**src/sv/blp_pkg.sv**
```systemverilog
`default_nettype none

package blp_pkg;

  localparam int STEP_DEPTH_DEF = 16;
  localparam int MAX_TERMS_DEF  = 32;

  localparam int CUR_W   = 20;
  localparam int START_W = 32;
  localparam int DUR_W   = 24;
  localparam int ALPHA_W = 40;
  localparam int BETA_W  = 24;
  localparam int NT_W    = 6;
  localparam int DELTA_W = 16;
  localparam int LIFE_W  = 32;
  localparam int SOC_W   = 15;
  localparam int Y_W     = 64;

  // Scan times and step offsets, wide enough for start plus duration plus one increment.
  localparam int T_W     = 34;
  // Series coefficient as seen by the exponential unit and the divider.
  localparam int KX_W    = 40;
  localparam int EXP_W   = 25;
  localparam int ROM_W   = 33;
  localparam int ROM_N   = 257;

  localparam int DVD_W   = 55;
  localparam int DVS_W   = 40;
  localparam int ITER_W  = $clog2(DVD_W + 1);
  localparam int TQ_W    = 29;

  localparam logic [SOC_W-1:0]   SOC_FULL = 15'd25600;
  localparam logic [ALPHA_W-1:0] MASK40   = {ALPHA_W{1'b1}};

  typedef enum logic [1:0] {
    REG_ALPHA     = 2'd0,
    REG_BETA_SQ   = 2'd1,
    REG_NUM_TERMS = 2'd2,
    REG_DELTA     = 2'd3
  } reg_idx_e;

  typedef struct packed {
    logic             done;
    logic [EXP_W-1:0] value;
  } exp_rsp_t;

  typedef struct packed {
    logic             busy;
    logic             done;
    logic [DVD_W-1:0] quo;
  } div_rsp_t;

  typedef logic [ROM_W-1:0] rom_t [ROM_N];

  // exp(-i/16) in Q1.32, built by a truncated Taylor series and rounded products.
  function automatic rom_t build_exp_rom();
    rom_t        r;
    logic [63:0] t [ROM_N];
    logic [63:0] term;
    logic [63:0] s;
    t[0] = 64'd1 << 32;
    for (int j = 1; j <= 16; j++) begin
      term = 64'd1 << 56;
      s    = term;
      for (int n = 1; n <= 24; n++) begin
        term = (term * 64'(j)) / 64'(16 * n);
        if (n[0]) begin
          s = s - term;
        end else begin
          s = s + term;
        end
      end
      t[j] = (s + (64'd1 << 23)) >> 24;
    end
    for (int n = 2; n <= 16; n++) begin
      t[16 * n] = (t[16 * (n - 1)] * t[16] + (64'd1 << 31)) >> 32;
    end
    for (int n = 1; n < 16; n++) begin
      for (int j = 1; j < 16; j++) begin
        t[16 * n + j] = (t[16 * n] * t[j] + (64'd1 << 31)) >> 32;
      end
    end
    for (int i = 0; i < ROM_N; i++) begin
      r[i] = t[i][ROM_W-1:0];
    end
    return r;
  endfunction

  localparam rom_t EXP_ROM = build_exp_rom();

endpackage

`default_nettype wire

```
**src/sv/blp_div.sv**
```systemverilog
`default_nettype none

module blp_div
  import blp_pkg::*;
(
  input  wire logic              clk_i,
  input  wire logic              rst_ni,
  input  wire logic              start_i,
  input  wire logic [DVD_W-1:0]  dividend_i,
  input  wire logic [DVS_W-1:0]  divisor_i,
  input  wire logic [ITER_W-1:0] iters_i,
  output div_rsp_t               rsp_o
);

  // Restoring divider, one quotient bit per cycle; the dividend comes in left-aligned.
  logic              busy_q, done_q;
  logic [ITER_W-1:0] cnt_q;
  logic [DVD_W-1:0]  dvd_q, quo_q;
  logic [DVS_W-1:0]  dvs_q, rem_q;
  logic [DVS_W:0]    rem_sh;
  logic              take;

  always_comb begin
    rem_sh = {rem_q, dvd_q[DVD_W-1]};
    take   = (rem_sh >= {1'b0, dvs_q});
  end

  always_ff @(posedge clk_i or negedge rst_ni) begin
    if (!rst_ni) begin
      busy_q <= 1'b0;
      done_q <= 1'b0;
      cnt_q  <= '0;
    end else begin
      done_q <= 1'b0;
      if (start_i) begin
        busy_q <= 1'b1;
        cnt_q  <= iters_i;
      end else if (busy_q) begin
        cnt_q <= cnt_q - ITER_W'(1);
        if (cnt_q == ITER_W'(1)) begin
          busy_q <= 1'b0;
          done_q <= 1'b1;
        end
      end
    end
  end

  always_ff @(posedge clk_i) begin
    if (start_i) begin
      dvd_q <= dividend_i;
      dvs_q <= divisor_i;
      rem_q <= '0;
      quo_q <= '0;
    end else if (busy_q) begin
      dvd_q <= {dvd_q[DVD_W-2:0], 1'b0};
      rem_q <= take ? DVS_W'(rem_sh - {1'b0, dvs_q}) : rem_sh[DVS_W-1:0];
      quo_q <= {quo_q[DVD_W-2:0], take};
    end
  end

  assign rsp_o.busy = busy_q;
  assign rsp_o.done = done_q;
  assign rsp_o.quo  = quo_q;

endmodule

`default_nettype wire
```
**config.mk**
```make
export PLATFORM = sky130hd
export DESIGN_NAME = blp_div
export DESIGN_NICKNAME = d
export VERILOG_FILES = /design/src/sv/blp_pkg.sv /design/src/sv/blp_div.sv
export SDC_FILE = /design/constraint.sdc
export NUM_CORES = 1
export LEC_CHECK = 0
export BUFFER_PORTS_ARGS = -buffer_cell sky130_fd_sc_hd__buf_2
export CAP_MARGIN = 15
export CELL_PAD_IN_SITES_DETAIL_PLACEMENT = 0
export CELL_PAD_IN_SITES_GLOBAL_PLACEMENT = 1
export CORE_MARGIN = 2
export CORE_UTILIZATION = 40
export DETAILED_ROUTE_END_ITERATION = 10
export PLACE_DENSITY_LB_ADDON = 0.05
export SLEW_MARGIN = 0
export SYNTH_ARGS = -nofsm -noshare
export SYNTH_HDL_FRONTEND = slang
export SYNTH_SLANG_ARGS = --single-unit
export TNS_END_PERCENT = 30
```
**constraint.sdc**
```tcl
create_clock -name clk_i -period 3 [get_ports clk_i]
set_clock_uncertainty 0.2 [all_clocks]
set_input_delay 0.6 -clock clk_i [delete_from_list [all_inputs] [get_ports clk_i]]
set_output_delay 0.6 -clock clk_i [all_outputs]
set_load 0.01 [all_outputs]
```
==> results of run 1 <==
## per-layer routing
layer | GRT usage (%) | vias up
li1 | - | 3819
met1 | 23.46 | 3463
met2 | 29.19 | 138
met3 | 6.384 | 22
met4 | 3.942 | 10
met5 | 0 | -
## worst register-to-register path: stages (launching register included)
cell	delay [ns]
edfxtp_1	0.32
inv_1	0.04
ha_1	0.31
a21oi_1	0.16
o21ai_1	0.07
and2_1	0.17
o31a_1	0.29
o31ai_4	0.32
nand4b_4	0.15
a31oi_4	0.23
buf_12	0.18
mux2_4	0.30
mux2i_1	0.12
nor2_1	0.05
## cells in the final DEF (no fill, tap or decap), types with 7 or more instances in the layout
master	count
nor3_1	11
nor2_1	123
mux2i_1	62
a21o_1	24
nor2b_1	7
o21ai_0	20
edfxtp_1	95
a211oi_2	13
buf_2	159
inv_1	46
buf_4	93
clkbuf_16	17
dfrtp_1	7
nand4_1	8
a31oi_1	8
xnor2_1	22
xor2_1	19
a21oi_2	18
a211oi_1	18
ha_1	34
o21ai_1	12
nand2_1	32
dfxtp_1	95
a21oi_1	43
mux2_2	54
## sequential cells by signal, summed over array words and instances (netlist names)
signal,cells
quo_q,55
busy_q,1
dvs_q,40
done_q,1
dvd_q,55
cnt_q,6
rem_q,40
## cells by family (layout without fill, tap and decap cells)
| kind of cell | count (synthesis) | count (layout) | synth area share [%] |
|---|---|---|---|
| simple gates | 234 | 234 | 10.83 |
| fa+ha+maj | 43 | 43 | 5.460 |
| xor+xnor | 41 | 41 | 3.594 |
| mux | 121 | 121 | 12.82 |
| buf+inv | 106 | 346 | 4.383 |
| compound gates | 197 | 197 | 13.32 |
| flops | 198 | 198 | 49.59 |
| other cells | 0 | 3 | 0 |
## power by group
part	switching, W	internal (W)	leakage [nW]	total (W)
clock	0.00117	0.00113	0.291	0.00231
combinational	0.00236	0.00235	3.88	0.00472
sequential	0.000270	0.00327	1.84	0.00354
## area by class of cell
class / instances / area [um^2] / area share, %
flip-flops and latches: 198 / 4959 / 38.80
multi-input cells: 636 / 4943 / 38.68
repair buffers: 263 / 1673 / 13.09
clock buffers: 18 / 429.2 / 3.358
well taps: 324 / 405.4 / 3.172
inverters: 51 / 191.4 / 1.498
clock inverters: 14 / 172.7 / 1.351
diodes: 3 / 7.507 / 0.05874
## worst paths after layout
path,start,to,slack [ns],depth (start not counted)
max in group asynchronous,rst_ni,busy_q,2.03,2
min in group asynchronous,rst_ni,cnt_q[1],0.37,2
min reg2reg,quo_q[54],quo_q[54],0.30,2
max,dvs_q[6],rem_q[18],-0.04,13
min,divisor_i[30],dvs_q[30],0.14,1
max reg2reg,dvs_q[6],rem_q[18],-0.04,13
## through the flow
stage,TNS (ns),power [W],cells,worst slack (ns)
final,-0.1225,0.01056,1507,-0.04079
after global routing,-5.211,0.01127,1504,-0.2409
after CTS,-0.2858,0.01054,1504,-0.05331
after detailed placement,-3.525,0.007749,1465,-0.2241
after global placement,-2.579,0.007768,1465,-0.2240
after floorplan,0,0.006326,940,0.06149
## what timing repair did
item | CTS | global route
resized for setup | 46 | 33
buffers inserted | 5 | 1
pin swaps | 22 | 21
hold buffers | 1 | 0
cloned | 1 | 0
setup endpoints to repair | 38 | 40
endpoints found under the hold margin | 8 | 0
==> flow_summary.json, run 1 <==
{
  "crit_path_max_incr_delay_ns": 0.32,
  "highest_layer": "met5",
  "setup_viol": 5,
  "fill_cells": 2336,
  "met2_length_um": 10680,
  "grt_max_degree": 90,
  "grtUsageTotal_pct": 18.08,
  "status": "complete, but fails checks",
  "synth_area_um2": 9992,
  "leakagePower_nw": 6.006,
  "crit_family": "compound AO/OA/AOI/OAI gates",
  "holdWs_ns": 0.1377,
  "root_buffer": "clkbuf_16",
  "critPathBufInv": 2,
  "grt_setup_unrepaired": "yes",
  "synthToLayoutAreaGrowth_pct": 27.91,
  "synth_cell_types": 70,
  "crit_required_ns": 3.11,
  "wirelength_um": 23190,
  "worst_path_max_delay_cell": "edfxtp_1",
  "m1WireLength_um": 10740,
  "cap_violations": 0,
  "io_buffers": 160,
  "clk_pin_slew_worst_paths_ns": 0.08,
  "synth_top_area_share_pct": 28.55,
  "min_period_ns": 3.041,
  "synth_area_leaders": "edfxtp_1 (29%), dfxtp_1 (19%), mux2i_1 (6.5%)",
  "core-area_um2": 24390,
  "rows": 57,
  "finalHoldViolations": 0,
  "slew_viol_final": 0,
  "grt_pass1_wl_um": 38380,
  "post_dp_cell_area_um2": 11760,
  "finalCritPeriodShare_pct": 101.4,
  "initial_core_util_pct": 40.97,
  "synth.largest_area_cell": "edfxtp_1",
  "wl_met3_um": 1484,
  "ys_warn_count": 0,
  "timing_worst_slew_pin_value_ns": 0.5318,
  "pin_count": 161,
  "gp_congestion": 0.8511,
  "synth_seq_cells": 198,
  "routedWlPerCell_um": 15.39,
  "cts_buffers": 17,
  "drive_gt1_share_pct": 36.61,
  "cp-start-kind": "register",
  "fmax_ghz": 0.3289,
  "drcViolationCount": 0,
  "dieArea_um2": 26260,
  "syn_nets": 1087,
  "drtIter0Drc": 419,
  "crit_type": "reg -> reg",
  "fin_area_um2": 12780,
  "final_nets": 1314,
  "grt_pass1_vias": 7542,
  "path_cells": "inv_1 > ha_1 > a21oi_1 > o21ai_1 > and2_1 > o31a_1 > o31ai_4 > nand4b_4 > a31oi_4 > buf_12 > mux2_4 > mux2i_1 > nor2_1",
  "dp_hpwl_um": 16480,
  "die_x_um": 162.1,
  "cts_tree": "yes",
  "num_vias": 7452,
  "power_density_nw_per_um2": 826.0,
  "synth_enable_flop_cells": 95,
  "synth_common_cells": "nor2_1 (129), dfxtp_1 (95), edfxtp_1 (95)",
  "irDropWorstVdd_v": 0.0003682,
  "critPathCaptureType": "register",
  "cts_max_level": 4,
  "async_reset_ff_share_pct": 4.040,
  "dieHeight_um": 162.1,
  "final_util_pct": 52.40,
  "worstPathArrival_ns": 3.15,
  "violations": "setup timing",
  "min_path_type": "in -> reg",
  "ys.flop_type": "edfxtp_1",
  "grt_overflow": 0,
  "cp_max_fo": 6,
  "antenna_found_initial": 8,
  "yosysMostFrequentCell": "nor2_1",
  "ant_nets": 0,
  "ys_seq_area_share_pct": 49.59,
  "syn_inst": 940,
  "clk_latency_ns": 0.43,
  "syn_area_per_cell_um2": 10.63,
  "clockBufferDepth": 2,
  "first_pass_iters": 4,
  "via_per_inst": 4.945,
  "slew_headroom_pct": 64.55,
  "clock_sinks": 198,
  "setup_slack_ns": -0.04079
}
Power figures use the tool's default switching activity.
==> run 2: changes to the inputs <==
Settings changed: CAP_MARGIN 15 to default, SETUP_SLACK_MARGIN from default to 0.02.
==> flow_summary.json, run 2 (synthesis results as in run 1) <==
{
  "status": "complete, but fails checks",
  "violations": "setup timing",
  "drtIter0Drc": 442,
  "grtUsageTotal_pct": 18.09,
  "p_int_w": 0.006761,
  "rrSetupSlack_ns": -0.04,
  "holdPathStages": 1,
  "p_sw_w": 0.003802,
  "grt_pass1_wl_um": 38380,
  "fmax_ghz": 0.3291,
  "first_pass_iters": 4,
  "final_common_cell": "buf_2",
  "antenna_found_initial": 8,
  "worst_path_max_delay_cell": "edfxtp_1",
  "r2r-end": "rem_q[18]",
  "reg_top3": "dvd_q: 55 flops, quo_q: 55 flops",
  "num_vias": 7433,
  "slew_viol_final": 0,
  "cts_buffers": 17,
  "gp_congestion": 0.8511,
  "ant_nets": 0,
  "clockBufferDepth": 2,
  "place_inst": 1465,
  "initial_core_util_pct": 40.97,
  "clk_pin_slew_worst_paths_ns": 0.08,
  "grt_pass1_vias": 7561,
  "p_comb_share_pct": 44.7,
  "io_buffers": 160,
  "grt_use_met3_pct": 6.384,
  "cap_violations": 0,
  "crit_path_max_incr_delay_ns": 0.32,
  "grt_setup_unrepaired": "yes",
  "cp_max_fo": 6,
  "grt_overflow": 0,
  "leakagePower_nw": 6.014,
  "finalHoldViolations": 0,
  "crit_required_ns": 3.11,
  "final_cell_mix": "buf_2 (159), nor2_1 (126), edfxtp_1 (95), dfxtp_1 (95), buf_4 (93)",
  "dieArea_um2": 26260,
  "critPathCaptureType": "register",
  "dieHeight_um": 162.1,
  "cp-start-kind": "register",
  "min_period_ns": 3.039,
  "synthToLayoutAreaGrowth_pct": 28.02,
  "drive_gt1_share_pct": 36.41,
  "crit_type": "reg -> reg",
  "finalCritPeriodShare_pct": 101.3,
  "top_usage_layer": "met2",
  "min_path_type": "in -> reg",
  "clk_latency_ns": 0.43,
  "stdcell_count": 1508,
  "use_met2_pct": 29.26,
  "power_frac_seq_pct": 33.5,
  "path_cells": "inv_1 > ha_1 > a21oi_1 > o21ai_1 > and2_1 > o31a_1 > o31ai_4 > nand4b_4 > a31oi_4 > buf_12 > mux2_4 > mux2i_1 > nor2_1",
  "irDropWorstVdd_v": 0.0003678,
  "wirelength_um": 23150,
  "routedWlPerCell_um": 15.35,
  "via_per_inst": 4.929,
  "rows": 57,
  "slew_headroom_pct": 64.58,
  "cts_tree": "yes",
  "drcViolationCount": 0,
  "min_from": "divisor_i[5]",
  "power_density_nw_per_um2": 825.7,
  "root_buffer": "clkbuf_16",
  "reg2reg_depth": 13,
  "fill_cells": 2333,
  "power_w": 0.01056,
  "grt_max_degree": 90,
  "die_x_um": 162.1,
  "timing_worst_slew_pin_value_ns": 0.5313,
  "core-area_um2": 24390,
  "hold_path_end": "dvs_q[5]",
  "dp_hpwl_um": 16480,
  "pin_count": 161,
  "swShare_pct": 35.99,
  "use_met1_pct": 23.42,
  "clock_sinks": 198,
  "final_nets": 1315,
  "cts_max_level": 4,
  "rr_startpoint": "dvs_q[6]",
  "worstPathArrival_ns": 3.15,
  "holdWs_ns": 0.1368,
  "setup_viol": 6,
  "p_clk_share_pct": 21.8,
  "setup_slack_ns": -0.03899
}
## run 2: cell count changes in the layout (fill, tap and decap cells not counted), sizes merged
cell	change
buf	+1
## run 2: per-stage QoR
stage	utilization, %	setup slack, ns	TNS [ns]	instance area (um^2)
finish	52.45	-0.03899	-0.1201	12790
detailed placement	48.20	-0.2241	-3.525	11760
global placement	48.20	-0.2240	-2.579	11760
global route	52.42	-0.2435	-5.284	12780
floorplan	-	0.06149	0	9992
CTS	51.88	-0.05586	-0.3241	12650
## run 2: cell type report
class / count / area [um^2] / area share, %
repair buffers: 264 / 1688 / 13.19
well taps: 324 / 405.4 / 3.169
flip-flops and latches: 198 / 4959 / 38.76
diodes: 3 / 7.507 / 0.05869
clock buffers: 18 / 429.2 / 3.355
inverters: 51 / 191.4 / 1.496
clock inverters: 14 / 172.7 / 1.350
multi-input cells: 636 / 4940 / 38.61
## run 2: per-layer routing
metal | part of all wire [%] | up-vias | wire (um)
met5 | 0.28 | - | 64
met4 | 0.95 | 10 | 221
met3 | 6.1 | 22 | 1414
met2 | 46 | 129 | 10620
met1 | 47 | 3446 | 10820
li1 | - | 3826 | -
## run 2: timing repair
action                     4_1_cts  5_1_grt
hold buffers                     1        0
buffers inserted                 5        2
hold endpoints to repair         8        0
setup endpoints to repair       38       40
resized for setup               44       34
pin swaps                       26       19
cloned                           1        0
## run 2: how the worst max path moves through the flow
stage / start / slack, ns / end / depth (start not counted)
finish: dvs_q[6] / -0.04 / rem_q[18] / 13
CTS: dvs_q[1] / -0.06 / rem_q[18] / 13
global placement: dvs_q[8] / -0.22 / rem_q[9] / 13
detailed placement: dvs_q[8] / -0.22 / rem_q[9] / 13
floorplan: dvs_q[8] / 0.06 / rem_q[18] / 12
global route: dvs_q[1] / -0.24 / rem_q[21] / 13
## run 2: power by group through the flow
stage	Clock, W	Combinational (W)	Sequential, W
final	0.00231	0.00472	0.00354
after global routing	0.00248	0.00520	0.00359
after CTS	0.00239	0.00462	0.00352
after detailed placement	0	0.00418	0.00357
after global placement	0	0.00420	0.00357
after floorplan	0	0.00282	0.00351
## run 2: critical path, delay by kind of cell, from the launching register on
| family | cells | cell delay (ns) |
|---|---|---|
| buf+inv | 2 | 0.22 |
| fa+ha+maj | 1 | 0.31 |
| flops | 1 | 0.32 |
| compound gates | 5 | 1.07 |
| mux | 2 | 0.42 |
| simple gates | 3 | 0.37 |
